## src/rtl/ame_pkg.sv

```systemverilog
`timescale 1ns / 1ps
`default_nettype none

package ame_pkg;

	// datapath geometry
	localparam int NUM_WORDS  = 10;
	localparam int DATA_WIDTH = 32;
	localparam int IDX_W      = (NUM_WORDS > 1) ? $clog2(NUM_WORDS) : 1;
	localparam int CNT_W      = $clog2(DATA_WIDTH + 1);

	// stream field widths
	localparam int KIND_W     = 4;
	localparam int MIDX_W     = 4;
	localparam int VAL_W      = 32;
	localparam int ERR_W      = 2;
	localparam int S_TDATA_W  = 72;
	localparam int S_TUSER_W  = 5;
	localparam int M_TDATA_W  = 32;
	localparam int M_TUSER_W  = 2;

	// instruction kinds
	localparam logic [KIND_W-1:0] K_LOAD  = 4'd0;
	localparam logic [KIND_W-1:0] K_STORE = 4'd1;
	localparam logic [KIND_W-1:0] K_ADD   = 4'd2;
	localparam logic [KIND_W-1:0] K_SUB   = 4'd3;
	localparam logic [KIND_W-1:0] K_MULT  = 4'd4;
	localparam logic [KIND_W-1:0] K_DIV   = 4'd5;
	localparam logic [KIND_W-1:0] K_MOD   = 4'd6;
	localparam logic [KIND_W-1:0] K_CLEAR = 4'd7;
	localparam logic [KIND_W-1:0] K_OUT   = 4'd8;
	localparam logic [KIND_W-1:0] K_IN    = 4'd9;
	localparam logic [KIND_W-1:0] K_END   = 4'd10;

	// error codes
	localparam logic [ERR_W-1:0] ERR_NONE = 2'd0;
	localparam logic [ERR_W-1:0] ERR_ZERO = 2'd1;
	localparam logic [ERR_W-1:0] ERR_OVF  = 2'd2;

	typedef struct packed {
		logic load;       // capture the accepted beat
		logic exec;       // apply an instruction that uses neither the divider nor the output
		logic div_start;  // launch the divider
		logic div_write;  // write the signed divider result
		logic emit;       // load the output register
	} ame_cmd_t;

	typedef struct packed {
		logic [KIND_W-1:0] kind;
		logic              div_zero;
		logic              div_ovf;
		logic              div_done;
		logic              out_free;
	} ame_sts_t;

endpackage

`default_nettype wire

```

## src/rtl/ame_div.sv

```systemverilog
`timescale 1ns / 1ps
`default_nettype none

// Unsigned restoring divider, one quotient bit per cycle.
module ame_div (
	input  wire logic                            clk,
	input  wire logic                            arst_n,
	input  wire logic                            start,
	input  wire logic [ame_pkg::DATA_WIDTH-1:0]  dividend,
	input  wire logic [ame_pkg::DATA_WIDTH-1:0]  divisor,
	output logic                                 done,
	output logic [ame_pkg::DATA_WIDTH-1:0]       quotient,
	output logic [ame_pkg::DATA_WIDTH-1:0]       remainder
);

	localparam int W = ame_pkg::DATA_WIDTH;

	logic                        busy_q;
	logic [ame_pkg::CNT_W-1:0]   cnt_q;
	logic [W-1:0]                rem_q;
	logic [W-1:0]                quo_q;
	logic [W-1:0]                dsr_q;
	logic [W:0]                  rem_sh;
	logic [W:0]                  diff;

	assign rem_sh = {rem_q, quo_q[W-1]};
	assign diff   = rem_sh - {1'b0, dsr_q};

	always_ff @(posedge clk or negedge arst_n) begin
		if (!arst_n) begin
			busy_q <= 1'b0;
			cnt_q  <= '0;
		end else if (start) begin
			busy_q <= 1'b1;
			cnt_q  <= ame_pkg::CNT_W'(W);
		end else if (busy_q && cnt_q != '0) begin
			cnt_q <= cnt_q - 1'b1;
		end else begin
			busy_q <= 1'b0;
		end
	end

	always_ff @(posedge clk) begin
		if (start) begin
			rem_q <= '0;
			quo_q <= dividend;
			dsr_q <= divisor;
		end else if (busy_q && cnt_q != '0) begin
			rem_q <= diff[W] ? rem_sh[W-1:0] : diff[W-1:0];
			quo_q <= {quo_q[W-2:0], ~diff[W]};
		end
	end

	assign done      = busy_q && (cnt_q == '0);
	assign quotient  = quo_q;
	assign remainder = rem_q;

endmodule

`default_nettype wire

```

## src/rtl/ame_ctrl.sv

```systemverilog
`timescale 1ns / 1ps
`default_nettype none

module ame_ctrl (
	input  wire logic              clk,
	input  wire logic              arst_n,
	input  wire logic              s_tvalid,
	output logic                   s_tready,
	input  wire ame_pkg::ame_sts_t sts,
	output ame_pkg::ame_cmd_t      cmd
);

	localparam logic [1:0] ST_IDLE = 2'd0;
	localparam logic [1:0] ST_EXEC = 2'd1;
	localparam logic [1:0] ST_DIV  = 2'd2;

	logic [1:0] state_q;
	logic [1:0] state_d;
	logic       halted_q;
	logic       halt_set;

	assign s_tready = (state_q == ST_IDLE);

	always_comb begin
		cmd      = '0;
		state_d  = state_q;
		halt_set = 1'b0;
		case (state_q)
			ST_IDLE: begin
				// beats that arrive after end are taken and dropped
				if (s_tvalid && !halted_q) begin
					cmd.load = 1'b1;
					state_d  = ST_EXEC;
				end
			end
			ST_EXEC: begin
				case (sts.kind)
					ame_pkg::K_OUT: begin
						if (sts.out_free) begin
							cmd.emit = 1'b1;
							state_d  = ST_IDLE;
						end
					end
					ame_pkg::K_DIV, ame_pkg::K_MOD: begin
						if (sts.div_zero || sts.div_ovf) begin
							if (sts.out_free) begin
								cmd.emit = 1'b1;
								state_d  = ST_IDLE;
							end
						end else begin
							cmd.div_start = 1'b1;
							state_d       = ST_DIV;
						end
					end
					ame_pkg::K_END: begin
						halt_set = 1'b1;
						state_d  = ST_IDLE;
					end
					default: begin
						cmd.exec = 1'b1;
						state_d  = ST_IDLE;
					end
				endcase
			end
			ST_DIV: begin
				if (sts.div_done) begin
					cmd.div_write = 1'b1;
					state_d       = ST_IDLE;
				end
			end
			default: begin
				state_d = ST_IDLE;
			end
		endcase
	end

	always_ff @(posedge clk or negedge arst_n) begin
		if (!arst_n) begin
			state_q  <= ST_IDLE;
			halted_q <= 1'b0;
		end else begin
			state_q <= state_d;
			if (halt_set) begin
				halted_q <= 1'b1;
			end
		end
	end

endmodule

`default_nettype wire

```

## src/rtl/ame_dpath.sv

```systemverilog
`timescale 1ns / 1ps
`default_nettype none

module ame_dpath (
	input  wire logic                                 clk,
	input  wire logic                                 arst_n,
	input  wire ame_pkg::ame_cmd_t                    cmd,
	output ame_pkg::ame_sts_t                         sts,
	input  wire logic [ame_pkg::KIND_W-1:0]           kind,
	input  wire logic                                 use_memory,
	input  wire logic [ame_pkg::MIDX_W-1:0]           mem_index,
	input  wire logic signed [ame_pkg::VAL_W-1:0]     immediate,
	input  wire logic signed [ame_pkg::VAL_W-1:0]     input_value,
	output logic                                      m_tvalid,
	input  wire logic                                 m_tready,
	output logic signed [ame_pkg::VAL_W-1:0]          out_value,
	output logic [ame_pkg::ERR_W-1:0]                 error_code
);

	localparam int W = ame_pkg::DATA_WIDTH;

	// captured instruction
	logic [ame_pkg::KIND_W-1:0]        kind_q;
	logic                              usem_q;
	logic [ame_pkg::MIDX_W-1:0]        idx_q;
	logic signed [ame_pkg::VAL_W-1:0]  imm_q;
	logic signed [ame_pkg::VAL_W-1:0]  inv_q;

	logic [W-1:0] acc_q;
	logic [W-1:0] mem_q [ame_pkg::NUM_WORDS];

	logic         idx_ok;
	logic [W-1:0] opnd;
	logic [W-1:0] prod;
	logic         na;
	logic         nb;
	logic [W-1:0] ua;
	logic [W-1:0] ub;
	logic         div_done;
	logic [W-1:0] quo;
	logic [W-1:0] rem;
	logic         ovf;

	logic         m_tvalid_q;
	logic signed [ame_pkg::VAL_W-1:0] out_value_q;
	logic [ame_pkg::ERR_W-1:0]        error_code_q;

	always_ff @(posedge clk) begin
		if (cmd.load) begin
			kind_q <= kind;
			usem_q <= use_memory;
			idx_q  <= mem_index;
			imm_q  <= immediate;
			inv_q  <= input_value;
		end
	end

	assign idx_ok = ({1'b0, idx_q} < (ame_pkg::MIDX_W + 1)'(ame_pkg::NUM_WORDS));

	always_comb begin
		if (usem_q) begin
			opnd = idx_ok ? mem_q[idx_q[ame_pkg::IDX_W-1:0]] : '0;
		end else begin
			opnd = W'(imm_q);
		end
	end

	assign prod = acc_q * opnd;

	// sign handling around the unsigned divider
	assign na  = acc_q[W-1];
	assign nb  = opnd[W-1];
	assign ua  = na ? (W'(0) - acc_q) : acc_q;
	assign ub  = nb ? (W'(0) - opnd) : opnd;
	assign ovf = (acc_q == {1'b1, {(W-1){1'b0}}}) && (opnd == {W{1'b1}});

	ame_div u_div (
		.clk       (clk),
		.arst_n    (arst_n),
		.start     (cmd.div_start),
		.dividend  (ua),
		.divisor   (ub),
		.done      (div_done),
		.quotient  (quo),
		.remainder (rem)
	);

	always_ff @(posedge clk or negedge arst_n) begin
		if (!arst_n) begin
			acc_q <= '0;
			for (int i = 0; i < ame_pkg::NUM_WORDS; i++) begin
				mem_q[i] <= '0;
			end
		end else if (cmd.exec) begin
			case (kind_q)
				ame_pkg::K_LOAD: acc_q <= opnd;
				ame_pkg::K_STORE: begin
					if (usem_q && idx_ok) begin
						mem_q[idx_q[ame_pkg::IDX_W-1:0]] <= acc_q;
					end
				end
				ame_pkg::K_ADD:  acc_q <= acc_q + opnd;
				ame_pkg::K_SUB:  acc_q <= acc_q - opnd;
				ame_pkg::K_MULT: acc_q <= prod;
				ame_pkg::K_CLEAR: begin
					for (int i = 0; i < ame_pkg::NUM_WORDS; i++) begin
						mem_q[i] <= '0;
					end
				end
				ame_pkg::K_IN:   acc_q <= W'(inv_q);
				default: begin
				end
			endcase
		end else if (cmd.div_write) begin
			if (kind_q == ame_pkg::K_DIV) begin
				acc_q <= (na != nb) ? (W'(0) - quo) : quo;
			end else begin
				acc_q <= na ? (W'(0) - rem) : rem;
			end
		end
	end

	// single-entry output register
	always_ff @(posedge clk or negedge arst_n) begin
		if (!arst_n) begin
			m_tvalid_q <= 1'b0;
		end else if (cmd.emit) begin
			m_tvalid_q <= 1'b1;
		end else if (m_tready) begin
			m_tvalid_q <= 1'b0;
		end
	end

	always_ff @(posedge clk) begin
		if (cmd.emit) begin
			if (kind_q == ame_pkg::K_OUT) begin
				out_value_q  <= ame_pkg::VAL_W'(signed'(acc_q));
				error_code_q <= ame_pkg::ERR_NONE;
			end else begin
				out_value_q  <= '0;
				error_code_q <= (opnd == '0) ? ame_pkg::ERR_ZERO : ame_pkg::ERR_OVF;
			end
		end
	end

	assign m_tvalid   = m_tvalid_q;
	assign out_value  = out_value_q;
	assign error_code = error_code_q;

	assign sts.kind     = kind_q;
	assign sts.div_zero = (opnd == '0);
	assign sts.div_ovf  = ovf;
	assign sts.div_done = div_done;
	assign sts.out_free = !m_tvalid_q || m_tready;

endmodule

`default_nettype wire

```

## src/rtl/accumulator_machine_execute.sv

```systemverilog
// Accumulator machine execute unit.
// Slave stream: one beat is one decoded instruction (kind and operand select in
// s_tuser; memory index, immediate and input value in s_tdata). Master stream:
// one beat per out instruction (accumulator value) or per failed div/mod
// (value zero with an error code in m_tuser); every other instruction is silent.
// Timing: s_tready is high only while the unit is idle. A beat is captured
// in the idle state and executed in the execute state; a div or mod that
// does not fail then runs a one-bit-per-cycle restoring divider in the
// divide state. Without output back-pressure, div and mod take the longest.
// An out or error result enters the output register from the execute state.
// The result sits in a one-deep output register, so the next instruction is
// accepted while a result waits; a later result-producing instruction holds in
// execute until the receiver takes the earlier beat (m_tready).
// Reset (arst_n low, asynchronous) clears the accumulator, all memory words,
// the halt flag and the output valid. After an end instruction the unit keeps
// taking beats but drops them until the next reset.
`timescale 1ns / 1ps
`default_nettype none

module accumulator_machine_execute (
	input  wire logic                              clk,
	input  wire logic                              arst_n,
	input  wire logic                              s_tvalid,
	output logic                                   s_tready,
	// [3:0] mem_index, [35:4] immediate, [67:36] input_value, [71:68] zero
	input  wire logic [ame_pkg::S_TDATA_W-1:0]     s_tdata,
	// [3:0] kind, [4] use_memory
	input  wire logic [ame_pkg::S_TUSER_W-1:0]     s_tuser,
	output logic                                   m_tvalid,
	input  wire logic                              m_tready,
	// [31:0] out_value
	output logic [ame_pkg::M_TDATA_W-1:0]          m_tdata,
	// [1:0] error_code
	output logic [ame_pkg::M_TUSER_W-1:0]          m_tuser
);

	ame_pkg::ame_cmd_t cmd;
	ame_pkg::ame_sts_t sts;

	logic signed [ame_pkg::VAL_W-1:0] out_value;
	logic [ame_pkg::ERR_W-1:0]        error_code;

	// sequencing: accept, execute, divide, emit
	ame_ctrl u_ctrl (
		.clk      (clk),
		.arst_n   (arst_n),
		.s_tvalid (s_tvalid),
		.s_tready (s_tready),
		.sts      (sts),
		.cmd      (cmd)
	);

	// accumulator, memory words, divider and output register
	ame_dpath u_dpath (
		.clk         (clk),
		.arst_n      (arst_n),
		.cmd         (cmd),
		.sts         (sts),
		.kind        (s_tuser[3:0]),
		.use_memory  (s_tuser[4]),
		.mem_index   (s_tdata[3:0]),
		.immediate   (s_tdata[35:4]),
		.input_value (s_tdata[67:36]),
		.m_tvalid    (m_tvalid),
		.m_tready    (m_tready),
		.out_value   (out_value),
		.error_code  (error_code)
	);

	assign m_tdata = out_value;
	assign m_tuser = error_code;

endmodule

`default_nettype wire
```

## config.mk

```make
export PLATFORM = sky130hd
export DESIGN_NAME = accumulator_machine_execute
export DESIGN_NICKNAME = d
export VERILOG_FILES = /design/src/rtl/ame_pkg.sv /design/src/rtl/ame_div.sv /design/src/rtl/ame_ctrl.sv /design/src/rtl/ame_dpath.sv /design/src/rtl/accumulator_machine_execute.sv
export SDC_FILE = /design/constraint.sdc
export NUM_CORES = 2
export LEC_CHECK = 0
export BUFFER_PORTS_ARGS = -buffer_cell sky130_fd_sc_hd__buf_2
export CORE_MARGIN = 4
export CORE_UTILIZATION = 65
export CTS_CLUSTER_SIZE = 24
export DETAILED_ROUTE_END_ITERATION = 8
export GPL_TIMING_DRIVEN = 0
export PLACE_DENSITY = 0.82
export SYNTH_ARGS = -nofsm -noshare
export SYNTH_HDL_FRONTEND = slang
export SYNTH_SLANG_ARGS = --single-unit
```

## constraint.sdc

```tcl
create_clock -name clk -period 16.4 [get_ports clk]
set_input_delay 1.64 -clock clk [delete_from_list [all_inputs] [get_ports clk]]
set_output_delay 1.64 -clock clk [all_outputs]
set_load 0.02 [all_outputs]
```

## Word level (Yosys, flattened, before mapping)

Cells that the tools add are included.

- Register bits: 566
- Logic and storage cells: 133
- Output and inout bits: 36
- Input port bits: 81

- $add $sub $neg: 8
- Multipliers: 1
- Equal/unequal tests: 20
- $lt $le $gt $ge: 3
- Reduce and logical (&&, ||, !) cells: 24
- Bitwise gates (word level): 2
- Mux-type cells: 48

Operators by type and width:

| operator | count |
|---|---|
| 320-bit case mux with 2 select lines | 1 |
| 32-bit two-way mux | 14 |
| 320-bit bitwise mux | 1 |
| 320-bit two-way mux | 1 |
| 32-bit case mux with 5 select lines | 1 |
| 32-bit binary-select mux with 4-bit select | 1 |
| 32-bit demux with 4-bit select | 1 |
| 1-bit by 32-bit subtractor with 32-bit output, first input constant | 4 |
| 32-bit equality test, second input constant | 2 |
| 33-bit by 32-bit subtractor with 33-bit output | 1 |
| 32-bit adder | 1 |
| 32-bit zero test | 1 |
| 32-bit by 32-bit multiplier with 32-bit output | 1 |
| 32-bit subtractor | 1 |
| 31-bit two-way mux | 1 |
| 4-bit by 3-bit equality test with 1-bit output, second input constant | 4 |
| 1-bit two-way mux | 16 |
| 4-bit equality test, second input constant | 3 |
| 2-bit two-way mux | 6 |
| 6-bit two-way mux | 2 |
| 4-bit by 2-bit equality test with 1-bit output, second input constant | 2 |
| 2-bit nonzero test | 4 |
| 1-bit logical AND | 6 |
| 6-bit zero test | 1 |
| 25 further kinds | 30 |

## Depth between registers and ports, before layout

- Word-level depth: 14
- Gate-level depth with buffers: 37
- Depth with buffers taken out: 30

## Modules after synthesis

Synthesis repeated with hierarchy kept, for this count alone.

- Cells, all modules: 4665
- Area, all modules: 46900.0 µm²

By module, submodules not included:

| module | cells an instance | seq. area each (µm²) | area an instance (µm²) | instances |
|---|---|---|---|---|
| ame_dpath | 4053 | 12046.6 | 40804.1 | 1 |
| ame_div | 586 | 2737.6 | 5864.4 | 1 |
| ame_ctrl | 26 | 75.1 | 231.5 | 1 |

## Worst setup path after synthesis

No wires, ideal clock.

- Path kind: input -> register
- From: input port s_tvalid
- To: register u_ctrl.state_q[0]
- Required time: 16278 ps
- Slack: 6558 ps
- Cell stages on the path: 2
- Setup time: 122 ps
- Arrival: 9720 ps
- Buffers on the path: 0
- Path through: nor4b_1 -> o21bai_1

- Word-level cells in the longest chain between the ends: 3

RTL lines:

| what | line | text |
|---|---|---|
| start, declared | accumulator_machine_execute.sv:23 | `input wire logic s_tvalid,` |
| 1-bit logical AND | ame_ctrl.sv:31 | `if (s_tvalid && !halted_q) begin` |
| 2-bit by 1-bit inequality test with 1-bit output (no line) | n/a |  |
| 2-bit AND reduction (no line) | n/a |  |
| end signal, assigned | ame_ctrl.sv:82 | `state_q <= state_d;` |
| end, declared | ame_ctrl.sv:17 | `logic [1:0] state_q;` |

No other way between the ends.
A chain may end at the register's enable or synchronous reset.

## Worst setup path after layout

- From: register u_dpath.usem_q
- To: register u_dpath.acc_q[31]

- Word-level cells in the longest chain between the ends: 6
- Elaborated cells on any way between the ends: 10
- Classes of those cells: 2 x add/sub; 1 x mul; 1 x eq/ne; 6 x mux

RTL lines:

| what | line | text |
|---|---|---|
| start, declared | ame_dpath.sv:24 | `logic usem_q;` |
| start signal, assigned | ame_dpath.sv:51 | `usem_q <= use_memory;` |
| 32-bit two-way mux (*) | ame_dpath.sv:61 | `if (usem_q) begin` |
| parallel branches: the longest is 4 deep, another holds 32-bit by 32-bit multiplier with 32-bit output | n/a |  |
| 32-bit two-way mux (*) | ame_dpath.sv:94 | `end else if (cmd.exec) begin` |
| end signal, assigned | ame_dpath.sv:96 | `ame_pkg::K_LOAD: acc_q <= opnd;` |
| end signal, assigned | ame_dpath.sv:116 | `acc_q <= (na != nb) ? (W'(0) - quo) : quo;` |
| end signal, assigned | ame_dpath.sv:118 | `acc_q <= na ? (W'(0) - rem) : rem;` |
| end, declared | ame_dpath.sv:29 | `logic [W-1:0] acc_q;` |

Every way passes the cells marked *. The select of a mux whose other input is x is not followed.

==> summary.txt <==
Place
  • PortBufs: 112
  • Final Wtd Congestion: between 1 and 1.5
  • DP HPWL: 139,000 um
  • Placed cell count: 5,822

Floorplan
  • Die Span X: 276 um
  • IO Count: 117
  • Die Area: approximately 76,000 um^2
  • Starting density of the core: 0.655
  • Die H: 276 um
  • Core area: 71,500 um^2
  • Rows: just under 100

Timing
  • RSZ-0062 raised after global routing: no
  • Slew HR: -0.124
  • Min Hold Slack: 0.502 ns
  • Sum of negative setup slack: 0 ns
  • Worst slew pin tran: 1.68 ns
  • Fmax: between 70 and 80 MHz
  • Final setup skew: roughly 0.045 ns
  • Final setup vio count: 0
  • Slew Limit Fails: 17
  • Fin crit share: 0.783
  • Final Hold Fails: 0
  • Period minus WS final: roughly 13 ns

Clock tree
  • CTS buffer count: 66
  • Clock Path Buffers: 3
  • Reg clk slew, reported paths: 0.06 ns
  • Clk Latency, worst-skew pair: 0.65 ns
  • Root Buffer: clkbuf_16
  • Clock sinks: about 570
  • Setup bufs post-CTS: 0
  • Post-CTS Hold Buffers: 0
  • CTS resizes: 0
  • CTS tree: yes
  • CTS H-tree lvls: 3

GRT
  • Initial antenna violation count: 14
  • Largest net degree at the start of global routing: 106
  • Grt ovf: 0
  • Vias in the first global route: about 40,000
  • First-pass GRT wire length: 271,000 um
  • Total track usage: 0.481

Final layout
  • Layout cells sized above 1: 0.0709
  • Final nets: 5,625
  • Most frequent cells in the layout: 484 x inv_1, 460 x nand2_1, 410 x fa_1, 363 x dfrtp_1, 321 x a22o_1
  • Most common cell after layout, fill and taps aside: inv_1
  • Final Instance Count excl. Fillers: 5,956
  • Area Growth Syn to Fin: 9.18%

Logic synthesis
  • Synth area leader: dfrtp_1
  • Synthesis Warnings: 0
  • Yosys reg bits: 566
  • Synth top area cells: dfrtp_1 19%, fa_1 18%, edfxtp_1 11%
  • Seq/Total Area, Yosys: 0.317
  • Most used DFF post-synth: dfrtp_1
  • Synthesized area: 46,800 um^2
  • Post-synth ARST share: 0.641
  • Share of the synthesized area in the top cell type: 0.194
  • Synth Area per Inst: 9.87 um^2
  • Unique cell type count in the Yosys netlist: 88
  • Cells after Synth: 4,745
  • Post-synth EDFFs: ~170
  • Syn_nets: ~5,400

Setup path
  • Worst EP arrival: 13.38 ns
  • Cells on worst reg2reg path: 31
  • Crit path kind: reg2reg
  • Worst path most repeated cell: fa_1
  • Worst-path maximum fanout: 10
  • CP required: between 15 and 20 ns
  • CP startpoint kind: register
  • Crit path largest cell delay: 1.00 ns
  • Element type at the critical path end: register
  • CP max stage cell: a21boi_0

Run
  • Max-cap violations: 2

Drt
  • Routed wire length per instance: 31.4 um
  • Final ANT Viol Nets: 0
  • Routed wire length: 187,000 um
  • 1st-pass router iterations: 9
  • Initial DRC count: between 6,000 and 7,000
  • Via count: around 41,000
  • Number of vias per cell: 6.95
  • # DRC: 1

Status
  • Violated checks: DRC, capacitance limit, slew limit
  • Status: finished, violations left

Min path
  • Worst hold stages: 1
  • Min-Delay Path Class: reg2reg
==> cell usage after synthesis (16+ instances only) <==
master and n:
nand2b_1 69, a221oi_1 21, or3_1 32, inv_1 484, mux2i_1 128, a211oi_1 24, xor2_1 95, mux4_2 18
ha_1 194, nor2b_1 87, nor2_1 199, a21oi_1 138, and2_1 214, edfxtp_1 171, a21o_1 43, a22o_1 321
nor3_1 39, o21a_1 16, o31ai_1 43, o21ai_1 18, o21ai_0 194, fa_1 410, xnor2_1 157, a31oi_1 51
dfxtp_1 32, nand2_1 460, nor4_1 17, nand3_1 52, buf_1 19, clkbuf_1 303, buf_6 17, dfrtp_1 363
a22oi_1 25
==> final timing paths <==
check	slack (ns)	end	startpoint
max in group asynchronous	14.06	u_dpath.mem_q[185]	arst_n
max reg2reg	3.56	u_dpath.acc_q[31]	u_dpath.usem_q
min in group asynchronous	0.97	u_dpath.mem_q[106]	arst_n
min reg2reg	0.50	u_dpath.mem_q[146]	u_dpath.mem_q[146]
max	3.56	u_dpath.acc_q[31]	u_dpath.usem_q
min	0.50	u_dpath.mem_q[146]	u_dpath.mem_q[146]
==> stage by stage <==
stage	worst slack (ns)	utilization	cell area, um^2
after floorplan	6.56	-	46800
after global placement	0.904	0.680	48600
after detailed placement	4.30	0.684	48900
after CTS	4.22	0.715	51100
after global routing	3.65	0.715	51100
final	3.56	0.716	51200
==> critical path, delay by kind of cell, from the launching register on <==
family / cells / cell delay, ns
adders and majority gates: 9 / 4.06
buffers and inverters: 7 / 3.78
AOI/OAI and AO/OA: 11 / 3.41
and+or+nand+nor: 3 / 0.58
DFF: 1 / 0.54
xor gates and xnor gates: 1 / 0.35
==> flip-flops by register name, indices dropped and copies added, names as in the netlist <==
register	count
u_dpath.mem_q	320
u_dpath.acc_q	32
u_dpath.imm_q	32
u_dpath.inv_q	32
u_dpath.out_value	32
u_dpath.u_div.dsr_q	32
u_dpath.u_div.quotient	32
u_dpath.u_div.remainder	32
u_dpath.u_div.cnt_q	6
u_dpath.idx_q	4
u_dpath.kind_q	4
u_ctrl.state_q	2
u_dpath.error_code	2
u_ctrl.halted_q	1
u_dpath.m_tvalid	1
u_dpath.u_div.busy_q	1
u_dpath.usem_q	1
==> per-layer routing <==
layer	wire (um)	vias up	part of all wire	GRT usage
met3	31000	927	0.17	0.219
met2	75200	3726	0.40	0.664
met4	16400	12	0.088	0.331
li1	-	16600	-	-
met5	156	-	0.00083	0.00625
met1	64300	20200	0.34	0.603
==> area by class of cell <==
cell class              count  area, um^2
multi-input cells        3330       28700
fillers                  5339       20300
flip-flops and latches    566       14900
clock buffers              84        1850
inverters                 486        1830
plain buffers             363        1540
well taps                 950        1190
repair buffers            127         791
clock inverters            37         373
diodes                     13        32.5
==> logic make-up after synthesis <==
| family | after synthesis | share of synthesized area |
|---|---|---|
| AND/OR/NAND/NOR | 1263 | 0.134 |
| AO/OA/AOI/OAI | 1040 | 0.159 |
| buffers and inverters | 849 | 0.0718 |
| adder cells (fa/ha/maj) | 604 | 0.227 |
| flip-flops | 566 | 0.317 |
| XOR/XNOR | 262 | 0.0519 |
| multiplexers | 161 | 0.0396 |
Power is not shown: default switching activity piles up to over one toggle a cycle in this logic, so the estimate is an artifact.
